<file path="src/design/bsp_point_contents_walk_assert.svh">
`ifndef BSP_POINT_CONTENTS_WALK_ASSERT_SVH
`define BSP_POINT_CONTENTS_WALK_ASSERT_SVH

// Condition must hold in the same cycle as the trigger. Expects clk and rst in scope.
`define BSPW_ASSERT_NOW(label, ante, cons, msg) \
  label: assert property (@(posedge clk) disable iff (rst) (ante) |-> (cons)) \
    else $error(msg);

// Condition must hold in the cycle after the trigger. Expects clk and rst in scope.
`define BSPW_ASSERT_NEXT(label, ante, cons, msg) \
  label: assert property (@(posedge clk) disable iff (rst) (ante) |=> (cons)) \
    else $error(msg);

`endif

</file>
<file path="src/design/bspw_ram.sv">
module bspw_ram #(
  parameter int WIDTH = 8,
  parameter int DEPTH = 16,
  localparam int AW = $clog2(DEPTH)
) (
  input  logic             clk,
  input  logic             we,
  input  logic [AW-1:0]    waddr,
  input  logic [WIDTH-1:0] wdata,
  input  logic [AW-1:0]    raddr,
  output logic [WIDTH-1:0] rdata
);

  logic [WIDTH-1:0] mem [DEPTH];

  // One write port, one read port with registered data.
  always_ff @(posedge clk) begin
    if (we) begin
      mem[waddr] <= wdata;
    end
    rdata <= mem[raddr];
  end

endmodule

</file>
<file path="config.mk">
export PLATFORM = sky130hd
export DESIGN_NAME = bspw_ram
export DESIGN_NICKNAME = d
export VERILOG_FILES = /design/src/design/bsp_point_contents_walk_assert.svh /design/src/design/bspw_ram.sv
export SDC_FILE = /design/constraint.sdc
export NUM_CORES = 1
export LEC_CHECK = 0
export BUFFER_PORTS_ARGS = -buffer_cell sky130_fd_sc_hd__clkbuf_2
export CAP_MARGIN = 20
export CORE_ASPECT_RATIO = 1.75
export CORE_MARGIN = 5
export CORE_UTILIZATION = 59
export DETAILED_ROUTE_END_ITERATION = 8
export MAX_ROUTING_LAYER = met4
export PLACE_DENSITY = 0.86
export SETUP_SLACK_MARGIN = 0.1
export SYNTH_ARGS = -nofsm -noshare
export SYNTH_HDL_FRONTEND = slang
export SYNTH_SLANG_ARGS = --single-unit
</file>
<file path="constraint.sdc">
create_clock -name clk -period 2.98 [get_ports clk]
set_input_delay 0.596 -clock clk [delete_from_list [all_inputs] [get_ports clk]]
set_output_delay 0.596 -clock clk [all_outputs]
set_load 0.01 [all_outputs]
</file>
==> results.py <==
metrics = {
    "clock_network": {
        "h-tree-depth": 4,
        "cts_max_path_buffers": 2,
        "cts.sinks": 136,
        "clock_latency_ps": 410,
        "path_clk_slew_ps": 60,
        "postCtsSetupRepairBufs": 0,
        "cts_tree": "done",
        "cts_root_buffer": "clkbuf_16",
        "postCtsHoldBufs": 0,
        "post_cts_resize_count": 0,
        "cts_buffers": 17,
    },
    "finish": {
        "stdcell_area_um2": 6093,
        "drive_gt1_frac": 0.3024,
        "utilization": 0.7073,
        "diodes": 0,
        "syn2layout_area_growth_pct": 18.38,
        "stdcell_count": 408,
        "multi_input_area_um2": 1057,
        "fillers": 509,
        "final_nets": 296,
        "seqCellArea_um2": 4004,
    },
    "sta": {
        "fin_tns_setup_ps": 0,
        "final-max-slew-violation-count": 0,
        "timing.final.crit_share": 0.5570,
        "timing.final.crit_period_ps": 1660,
        "skew_ps": 5.343,
        "max_freq_mhz": 602.5,
        "relSlewSlack": 0.4555,
        "hold_viol": 0,
        "final-setup-viol-count": 0,
        "worst-slew-pin-transition_ps": 813.8,
        "rsz0062_at_grt": "false",
    },
    "power_and_ir_drop": {
        "internal_power_uw": 3700,
        "ir_drop_v": 0.0008638,
        "power.leakage_uw": 0.002090,
        "switching_share": 0.1907,
        "power_density_nw_per_um2": 750.4,
        "seq_power_share": 0.471,
        "switchingPower_uw": 871.9,
        "pwr-share-clk": 0.487,
        "p_comb_frac": 0.043,
        "p_total_uw": 4572,
    },
    "placement": {
        "placedCellCount": 376,
        "io_buffers": 25,
        "place.detailed.hpwl_um": 6124,
        "dpl_cell_area_um2": 5458,
        "gp_congestion": 0.7713,
    },
    "grt": {
        "grt_start_max_net_pins": 33,
        "gr-total-overflow": 0,
        "grt_pass1_wl_um": 15080,
        "grt_pass1_vias": 2550,
        "antenna_found_initial": 0,
        "gr-usage-all-layers": 0.2101,
    },
    "critical_path": {
        "ff2ff_path_depth": 3,
        "r2r_end": "rdata[5]$_DFF_P_",
        "crit_type": "input port to flip-flop",
        "worstPathMaxFanout": 32,
        "crit_path_end_kind": "flip-flop",
        "start_kind": "input port",
        "r2r-start": "mem[1][5]$_DFFE_PP_",
        "r2r_slack_ps": 1620,
        "required_ps": 3280,
        "arrival_ps": 1960,
    },
    "hold_path": {
        "hold_class": "input port to flip-flop",
        "holdPathStages": 1,
        "holdPathEnd": "mem[9][2]$_DFFE_PP_",
        "min_from": "wdata[2]",
    },
    "synthesis": {
        "synthesis.area_um2": 5147,
        "synth.avg_cell_area_um2": 22.48,
        "yosys.area.top_type_share": 0.7467,
        "syn_nets": 247,
        "ys_ff_latch": 136,
        "syn_inst": 229,
        "ys_seq_area_frac": 0.7778,
        "synth_area_leaders": "edfxtp_1 (75%), mux4_2 (7.9%), mux4_1 (7.1%), dfxtp_1 (3.1%), a22oi_1 (2.3%)",
        "yosysWarnings": 0,
        "synth_cell_types": 19,
        "yosys.area.top_type": "edfxtp_1",
    },
    "routing": {
        "drt_pass1_iterations": 5,
        "routed_wl_um": 9719,
        "antenna_left": 0,
        "wl_per_cell_um": 23.82,
        "post_drt_via_cell_ratio": 5.983,
        "drtIter0Drc": 259,
        "vias": 2441,
        "drc": 0,
    },
    "floorplan": {
        "rows": 45,
        "die_h_um": 133.6,
        "die-area_um2": 10770,
        "boundaryPins": 26,
        "core_area_um2": 8615,
        "start_util": 0.5975,
        "die_width_um": 80.61,
    },
    "flow_run": {
        "cap_violations": 0,
    },
    "status": {
        "status": "complete, no violations",
    },
}
[how the worst max path moves through the flow]
stage,from,to,slack (ps),cells after the start
2_1_floorplan,waddr[2],mem[0][0]$_DFFE_PP_,890,2
3_3_place_gp,raddr[0],rdata[5]$_DFF_P_,980,5
3_5_place_dp,raddr[0],rdata[5]$_DFF_P_,950,5
4_1_cts,raddr[0],rdata[5]$_DFF_P_,1330,5
5_1_grt,raddr[0],rdata[5]$_DFF_P_,1290,5
6_report,raddr[0],rdata[5]$_DFF_P_,1320,5
[power by group through the flow]
stage | registers [µW] | logic [µW] | clock network (µW)
5_1_grt | 2150 | 212 | 2330
4_1_cts | 2150 | 198 | 2250
2_1_floorplan | 2190 | 109 | 0
3_5_place_dp | 2190 | 196 | 0
6_report | 2150 | 194 | 2230
3_3_place_gp | 2190 | 188 | 0
[placed cells by master, fill, tap and decap left out, drive strengths merged, types with 2 or more instances in the layout]
cell type / netlist / layout
edfxtp: 128 / 128
bufinv: 0 / 5
nor2: 13 / 13
nand2b: 2 / 2
clkbuf: 0 / 44
a22oi: 16 / 16
nor3: 4 / 4
buf: 7 / 15
dfxtp: 8 / 8
mux4: 32 / 32
nand3b: 2 / 2
nand2: 9 / 9
clkinv: 0 / 7
[flip-flops by register name (all words and copies together) (netlist names)]
register and flops:
mem 128, rdata 8
[stage by stage]
step / worst slack [ps] / hold WS (ps)
3_3_place_gp: 975.6 / 651.0
2_1_floorplan: 891.1 / 629.3
6_report: 1320 / 596.0
5_1_grt: 1288 / 616.8
4_1_cts: 1325 / 570.1
3_5_place_dp: 951.1 / 659.9
[layout make-up]
class,count,share of cell area
clock buffer,19,0.07105
clock inverter,13,0.03326
multi-input combinational,83,0.1735
sequential,136,0.6571
tap,117,0.02402
timing repair buffer,40,0.04107
[cell usage after synthesis]
cell / number
and2b_1: 1
nand3b_1: 2
buf_2: 3
a22oi_1: 16
nand2b_1: 2
mux4_1: 14
and2_1: 1
buf_6: 3
nand2_1: 9
mux4_2: 18
nor2b_1: 1
buf_4: 1
nor2_1: 13
nor3_1: 4
or3b_2: 1
dfxtp_1: 8
clkdlybuf4s25_2: 3
edfxtp_1: 128
nand3_1: 1
[cells by family after synthesis]
family                 after synthesis  share of synthesized area
and+or+nand+nor                     35                    0.03184
DFF                                136                     0.7778
buffers and inverters               10                    0.01677
AOI/OAI and AO/OA                   16                    0.02334
muxes                               32                     0.1502
[layer usage]
layer | global-route usage | part of all wire | routed length (µm) | up-vias
li1 | - | - | - | 1072
met4 | 0.07895 | 0.014 | 140 | 0
met5 | - | 0 | 0 | -
met3 | 0.05751 | 0.049 | 474 | 11
met2 | 0.3381 | 0.56 | 5426 | 78
met1 | 0.2531 | 0.38 | 3677 | 1280
[critical path, cell delays in order]
cell and delay, ps:
clkbuf_2 110, buf_12 250, mux4_1 600, a22oi_1 290, nand2_1 80
Note: power is estimated with default switching activity, not from simulation.
