[src/design/bsp_point_contents_walk_assert.svh]
`ifndef BSP_POINT_CONTENTS_WALK_ASSERT_SVH
`define BSP_POINT_CONTENTS_WALK_ASSERT_SVH

// Condition must hold in the same cycle as the trigger. Expects clk and rst in scope.
`define BSPW_ASSERT_NOW(label, ante, cons, msg) \
  label: assert property (@(posedge clk) disable iff (rst) (ante) |-> (cons)) \
    else $error(msg);

// Condition must hold in the cycle after the trigger. Expects clk and rst in scope.
`define BSPW_ASSERT_NEXT(label, ante, cons, msg) \
  label: assert property (@(posedge clk) disable iff (rst) (ante) |=> (cons)) \
    else $error(msg);

`endif

[src/design/bspw_pkg.sv]
package bspw_pkg;

  // Default table sizes.
  localparam int MAX_NODES_DEF  = 4096;
  localparam int MAX_PLANES_DEF = 4096;

  // Field widths of the item channels and configuration port.
  localparam int OP_W        = 2;
  localparam int IDX_W       = 12;
  localparam int CHILD_W     = 16;
  localparam int PLANE_REF_W = 12;
  localparam int KIND_W      = 3;
  localparam int COORD_W     = 32;
  localparam int FRAC_W      = 16;
  localparam int CFG_W       = 12;
  localparam int CFG_IDX_W   = 1;

  // Packed memory words: node is {plane, front, back}; plane is {kind, nx, ny, nz, dist}.
  localparam int NODE_DATA_W  = PLANE_REF_W + 2 * CHILD_W;
  localparam int PLANE_DATA_W = KIND_W + 4 * COORD_W;

  // Dot product: 32x32 products, three of them plus the shifted distance.
  localparam int PROD_W = 2 * COORD_W;
  localparam int ACC_W  = PROD_W + 3;

  // Plane kinds below this are axial.
  localparam logic [KIND_W-1:0] AXIAL_KINDS = KIND_W'(3);

  // Axis selectors, shared by the axial kind code and the dot product lane counter.
  localparam logic [1:0] AXIS_X = 2'd0;
  localparam logic [1:0] AXIS_Y = 2'd1;
  localparam logic [1:0] AXIS_Z = 2'd2;

  // Contents code returned on a bad walk.
  localparam logic signed [CHILD_W-1:0] SOLID_CODE = -CHILD_W'(2);

  // Configuration reset values.
  localparam logic [CFG_W-1:0] FIRST_NODE_RST = '0;
  localparam logic [CFG_W-1:0] LAST_NODE_RST  = '1;

  typedef enum logic [OP_W-1:0] {
    OP_NODE_WR  = 2'd0,
    OP_PLANE_WR = 2'd1,
    OP_QUERY    = 2'd2
  } op_t;

  typedef enum logic [CFG_IDX_W-1:0] {
    CFG_FIRST_NODE = 1'b0,
    CFG_LAST_NODE  = 1'b1
  } cfg_reg_t;

  typedef enum logic [2:0] {
    WS_IDLE,
    WS_CHECK,
    WS_PLANE,
    WS_DIST,
    WS_WAIT,
    WS_DONE
  } walk_state_t;

  typedef enum logic [1:0] {
    DS_IDLE,
    DS_MUL,
    DS_SUM
  } dist_state_t;

  typedef struct packed {
    logic done;
    logic neg;
  } dist_status_t;

endpackage

[src/design/bspw_dist.sv]
module bspw_dist (
  input  logic                                 clk,
  input  logic                                 rst,
  input  logic                                 start,
  input  logic        [bspw_pkg::KIND_W-1:0]  kind,
  input  logic signed [bspw_pkg::COORD_W-1:0] norm_x,
  input  logic signed [bspw_pkg::COORD_W-1:0] norm_y,
  input  logic signed [bspw_pkg::COORD_W-1:0] norm_z,
  input  logic signed [bspw_pkg::COORD_W-1:0] offset,
  input  logic signed [bspw_pkg::COORD_W-1:0] pt_x,
  input  logic signed [bspw_pkg::COORD_W-1:0] pt_y,
  input  logic signed [bspw_pkg::COORD_W-1:0] pt_z,
  output bspw_pkg::dist_status_t               status
);

  bspw_pkg::dist_state_t state, state_next;

  logic        [1:0]                     lane;
  logic signed [bspw_pkg::COORD_W-1:0]  nx, ny, nz;
  logic signed [bspw_pkg::PROD_W-1:0]   prod;
  logic signed [bspw_pkg::ACC_W-1:0]    acc;
  logic                                  done;
  logic                                  neg;
  logic                                  is_axial;
  logic                                  ld_axial, ld_general, mul_en, acc_en, fin;
  logic signed [bspw_pkg::COORD_W-1:0]  axial_pt, mul_n, mul_p;
  logic signed [bspw_pkg::COORD_W:0]    axial_diff;
  logic signed [bspw_pkg::ACC_W-1:0]    acc_init, acc_sum;

  // Axial planes: one coordinate minus the distance, exact in 33 bits.
  always_comb begin
    case (kind[1:0])
      bspw_pkg::AXIS_X: axial_pt = pt_x;
      bspw_pkg::AXIS_Y: axial_pt = pt_y;
      bspw_pkg::AXIS_Z: axial_pt = pt_z;
      default:          axial_pt = pt_x;
    endcase
  end

  assign is_axial   = kind < bspw_pkg::AXIAL_KINDS;
  assign axial_diff = (bspw_pkg::COORD_W + 1)'(axial_pt) - (bspw_pkg::COORD_W + 1)'(offset);

  // General planes: the accumulator starts at -dist scaled to 32.32.
  assign acc_init = -(bspw_pkg::ACC_W'(offset) <<< bspw_pkg::FRAC_W);
  assign acc_sum  = acc + bspw_pkg::ACC_W'(prod);

  // Multiplier operand select, one axis per cycle.
  always_comb begin
    case (lane)
      bspw_pkg::AXIS_X: begin
        mul_n = nx;
        mul_p = pt_x;
      end
      bspw_pkg::AXIS_Y: begin
        mul_n = ny;
        mul_p = pt_y;
      end
      default: begin
        mul_n = nz;
        mul_p = pt_z;
      end
    endcase
  end

  // Next state.
  always_comb begin
    state_next = state;
    unique case (state)
      bspw_pkg::DS_IDLE: begin
        if (start && !is_axial) begin
          state_next = bspw_pkg::DS_MUL;
        end
      end
      bspw_pkg::DS_MUL: begin
        if (lane == bspw_pkg::AXIS_Z) begin
          state_next = bspw_pkg::DS_SUM;
        end
      end
      bspw_pkg::DS_SUM: state_next = bspw_pkg::DS_IDLE;
      default:          state_next = bspw_pkg::DS_IDLE;
    endcase
  end

  // Control strobes.
  always_comb begin
    ld_axial   = (state == bspw_pkg::DS_IDLE) && start && is_axial;
    ld_general = (state == bspw_pkg::DS_IDLE) && start && !is_axial;
    mul_en     = (state == bspw_pkg::DS_MUL);
    acc_en     = (state == bspw_pkg::DS_MUL) && (lane != bspw_pkg::AXIS_X);
    fin        = (state == bspw_pkg::DS_SUM);
  end

  // Control registers.
  always_ff @(posedge clk) begin
    if (rst) begin
      state <= bspw_pkg::DS_IDLE;
      lane  <= bspw_pkg::AXIS_X;
      done  <= 1'b0;
    end else begin
      state <= state_next;
      done  <= ld_axial || fin;
      if (ld_general) begin
        lane <= bspw_pkg::AXIS_X;
      end else if (mul_en) begin
        lane <= lane + 2'd1;
      end
    end
  end

  // Datapath: multiplier register, accumulator and sign result.
  always_ff @(posedge clk) begin
    if (ld_general) begin
      nx <= norm_x;
      ny <= norm_y;
      nz <= norm_z;
    end
    if (mul_en) begin
      prod <= mul_n * mul_p;
    end
    if (ld_general) begin
      acc <= acc_init;
    end else if (acc_en) begin
      acc <= acc_sum;
    end
    if (ld_axial) begin
      neg <= axial_diff[bspw_pkg::COORD_W];
    end else if (fin) begin
      neg <= acc_sum[bspw_pkg::ACC_W-1];
    end
  end

  assign status = '{done: done, neg: neg};

endmodule

[config.mk]
export PLATFORM = sky130hd
export DESIGN_NAME = bspw_dist
export DESIGN_NICKNAME = d
export VERILOG_FILES = /design/src/design/bsp_point_contents_walk_assert.svh /design/src/design/bspw_pkg.sv /design/src/design/bspw_dist.sv
export SDC_FILE = /design/constraint.sdc
export NUM_CORES = 2
export LEC_CHECK = 0
export BUFFER_PORTS_ARGS = -buffer_cell sky130_fd_sc_hd__buf_2
export CAP_MARGIN = 10
export CORE_MARGIN = 2
export CORE_UTILIZATION = 59
export CTS_CLUSTER_SIZE = 16
export DETAILED_ROUTE_END_ITERATION = 8
export PLACE_DENSITY = 0.8
export SLEW_MARGIN = 20
export SYNTH_ARGS = -nofsm -noshare
export SYNTH_HDL_FRONTEND = slang
export SYNTH_SLANG_ARGS = --single-unit
[constraint.sdc]
create_clock -name clk -period 9.5 [get_ports clk]
set_clock_uncertainty 0.05 [all_clocks]
set_input_delay 0.95 -clock clk [delete_from_list [all_inputs] [get_ports clk]]
set_output_delay 0.95 -clock clk [all_outputs]
set_load 0.1 [all_outputs]
==> impl_metrics.prom <==
# TYPE chip_impl_metric gauge
chip_impl_info{name="crit_path_top_delay_cell",value="fa_1"} 1
chip_impl_metric{name="syn_to_final_growth",unit="%"} 9.67
chip_impl_metric{name="ys_seq_elements",unit=""} 233
chip_impl_metric{name="start_util",unit="%"} 59.5
chip_impl_metric{name="dr_total_vias",unit=""} 40299
chip_impl_info{name="worst_hold_path_type",value="register to register"} 1
chip_impl_metric{name="gp_congestion",unit=""} 0.984
chip_impl_metric{name="design.die.area",unit="um2"} 86600
chip_impl_metric{name="dp_hpwl",unit="mm"} 132
chip_impl_metric{name="final_core_util",unit="%"} 65.3
chip_impl_metric{name="final_cells",unit=""} 6665
chip_impl_metric{name="critical-path-max-stage-delay",unit="ns"} 0.64
chip_impl_metric{name="worstPathRequired",unit="ns"} 9.76
chip_impl_metric{name="first_pass_grt_wire_length",unit="mm"} 247
chip_impl_metric{name="final_net_count",unit=""} 7160
chip_impl_metric{name="floorplan.die.height",unit="um"} 294
chip_impl_metric{name="ys_async_sr_fraction",unit="%"} 0
chip_impl_metric{name="grt_overflow_total",unit=""} 0
chip_impl_metric{name="htreeDepth",unit=""} 1
chip_impl_metric{name="gr-usage-all-layers",unit="%"} 38.3
chip_impl_metric{name="dr.first_iter.drc_count",unit=""} 3632
chip_impl_metric{name="vias_per_cell",unit=""} 6.05
chip_impl_metric{name="firstDrtPassIters",unit=""} 6
chip_impl_info{name="synth_top_cells_by_area",value="fa_1, edfxtp_1, inv_1"} 1
chip_impl_metric{name="synth-edff-count",unit=""} 228
chip_impl_metric{name="cts.reportedPaths.clkPinSlew",unit="ns"} 0.06
chip_impl_info{name="worst_hold_path.endpoint",value="done"} 1
chip_impl_metric{name="synthDominantCellAreaShare",unit="%"} 43.6
chip_impl_metric{name="port_buffers",unit=""} 231
chip_impl_metric{name="synthesis.area_per_instance",unit="um2"} 9.34
chip_impl_metric{name="final-setup-viol-count",unit=""} 0
chip_impl_metric{name="worst-endpoint-arrival",unit="ns"} 9.46
chip_impl_info{name="setup.worst_path.class",value="register to register"} 1
chip_impl_metric{name="drive_above_1_share",unit="%"} 10.9
chip_impl_metric{name="post_synth_inst_count",unit=""} 5324
chip_impl_info{name="min-delay-start",value="state[0]"} 1
chip_impl_metric{name="core.rowCount",unit=""} 106
chip_impl_info{name="synth_common_cells",value="fa_1, inv_1, nand2_1"} 1
chip_impl_metric{name="cap_violations",unit=""} 0
chip_impl_metric{name="die_x",unit="um"} 294
chip_impl_metric{name="ant_nets",unit=""} 0
chip_impl_metric{name="place_inst",unit=""} 6606
chip_impl_metric{name="grt_start_max_net_pins",unit=""} 99
chip_impl_info{name="worstReg2RegStart",value="lane[0]"} 1
chip_impl_metric{name="syn_nets",unit=""} 6924
chip_impl_info{name="path_delay_family",value="adder cells"} 1
chip_impl_info{name="clk_root_buffer_cell",value="clkbuf_16"} 1
chip_impl_info{name="cts_tree",value="yes"} 1
chip_impl_metric{name="pre_cts_ws",unit="ns"} -0.0443
chip_impl_metric{name="worst_hold_slack",unit="ns"} 0.456
chip_impl_metric{name="drc",unit=""} 0
chip_impl_info{name="outcome",value="finished clean"} 1
chip_impl_metric{name="ys_types",unit=""} 97
chip_impl_info{name="synthDominantAreaCellType",value="fa_1"} 1
chip_impl_metric{name="timing.critical_path.fanout_max",unit=""} 40
chip_impl_metric{name="min_period",unit="ns"} 9.20
chip_impl_metric{name="timing.reg2reg.worst_path_depth",unit=""} 28
chip_impl_metric{name="antenna_violations_before_repair",unit=""} 4
chip_impl_info{name="crit_top_cell",value="fa_1"} 1
chip_impl_info{name="synthFlopType",value="edfxtp_1"} 1
chip_impl_metric{name="first_global_vias",unit=""} 42264
chip_impl_metric{name="flop_to_flop_setup_slack",unit="ns"} 0.30
chip_impl_metric{name="number_of_buffers_added_by_the_clock_tree_synthesis_step",unit=""} 27
chip_impl_info{name="yosys.cell_count.top_type",value="fa_1"} 1
chip_impl_info{name="rr_endpoint",value="prod[57]"} 1
chip_impl_metric{name="syn_area",unit="um2"} 49700
chip_impl_metric{name="max_clock_freq",unit="GHz"} 0.109
chip_impl_metric{name="finalHoldViolations",unit=""} 0
chip_impl_metric{name="wl_per_cell",unit="um"} 24.0
chip_impl_metric{name="worstHoldPathCells",unit=""} 1
chip_impl_metric{name="critical_path.n_buffers_inverters",unit=""} 7
chip_impl_metric{name="cts_buffer_depth",unit=""} 3
chip_impl_info{name="setup.worst_path.start_class",value="register"} 1
chip_impl_metric{name="clock_insertion_delay_worst_skew",unit="ns"} 0.60
chip_impl_metric{name="detail_route.wirelength",unit="mm"} 160
chip_impl_metric{name="portion_of_the_clock_cycle_consumed_by_the_worst_path_in_the_final_layout",unit="%"} 96.9
chip_impl_metric{name="core_area",unit="um2"} 83600
chip_impl_metric{name="clock-sinks",unit=""} 233
chip_impl_metric{name="synth_seq_area_share",unit="%"} 14.0
chip_impl_metric{name="pin_count",unit=""} 232
chip_impl_metric{name="synth-warning-count",unit=""} 0
chip_impl_metric{name="worst_pin_slew",unit="ns"} 1.06
chip_impl_metric{name="slew_headroom",unit="%"} 29.6
chip_impl_info{name="crit_path_end_kind",value="register"} 1
chip_impl_metric{name="maxSlewViolCount",unit=""} 0
chip_impl_metric{name="post-route-worst-setup-slack",unit="ns"} 0.297
chip_impl_metric{name="final.fill_count",unit=""} 6682
==> metrics by stage <==
| step | area [um2] | TNS [ns] |
|---|---|---|
| floorplan | 49700 | 0 |
| global placement | 53500 | 0 |
| detailed placement | 53500 | -0.0527 |
| CTS | 54400 | 0 |
| global route | 54500 | -0.0127 |
| finish | 54500 | 0 |
==> worst max-delay path by stage <==
stage          startpoint        to  slack, ns  cells past startpoint
2_1_floorplan     lane[0]  prod[57]       0.52                     31
3_3_place_gp      lane[1]  prod[61]      0.005                     27
3_5_place_dp      lane[1]  prod[61]      -0.04                     27
4_1_cts           lane[1]  prod[57]       0.03                     28
5_1_grt           lane[0]  prod[60]      -0.01                     29
6_report          lane[0]  prod[57]       0.30                     28
==> layer usage <==
layer  vias up  share of wire, %  track usage (%)
li1      17036                 -                -
met1     20225                35             47.4
met2      2373                46             61.4
met3       661               9.9             7.47
met4         4               8.5             25.6
met5         -             0.029                0
==> final cells by class <==
cell class                 count  area [um2]  share of cell area (%)
inverter                    1015        3810                    7.00
clock buffer                  31         691                    1.27
sequential                   233        6950                    12.7
tap                         1080        1350                    2.48
antenna                        4        10.0                  0.0184
multi-input combinational   3815       38100                    69.9
timing repair buffer         468        3380                    6.19
clock inverter                19         233                   0.427
==> placed cells by master, fill, tap and decap left out, types with 35 or more instances in the layout <==
cell and instances:
a21o_1 113, a21oi_1 201, a22o_1 56, a22oi_1 39, buf_12 35, buf_2 231, buf_4 201, edfxtp_1 228
fa_1 1082, ha_1 284, inv_1 1013, nand2_1 643, nand3_1 45, nor2_1 633, nor3_1 39, o21ai_0 149
xnor2_1 100, xor2_1 45
==> cell families (layout without fill, tap and decap cells) <==
group           after synthesis  after routing  share of synthesized area [%]
flops                       233            233                           14.0
fa+ha+maj                  1370           1370                           50.8
simple gates               1530           1530                           12.7
compound gates              769            769                           10.1
other cells                   0              4                              0
xor+xnor                    145            145                           2.55
buf+inv                    1276           1533                           9.75
mux                           1              1                         0.0201
==> sequential cells by signal (all words and copies together), names as in the netlist <==
name and count:
acc 67, done 1, lane 2, neg 1, nx 32, ny 32, nz 32, prod 64
state 2
==> what timing repair did <==
action,in CTS,in global routing
endpoints found under the hold margin,0,0
resized for setup,1,20
buffers inserted,0,5
pin swaps,0,2
hold buffers,0,0
endpoints found under the setup margin,3,16
Power is left out: the tool's default activity adds up to more than one toggle a clock period on the data nets, which glitch-free logic cannot reach.
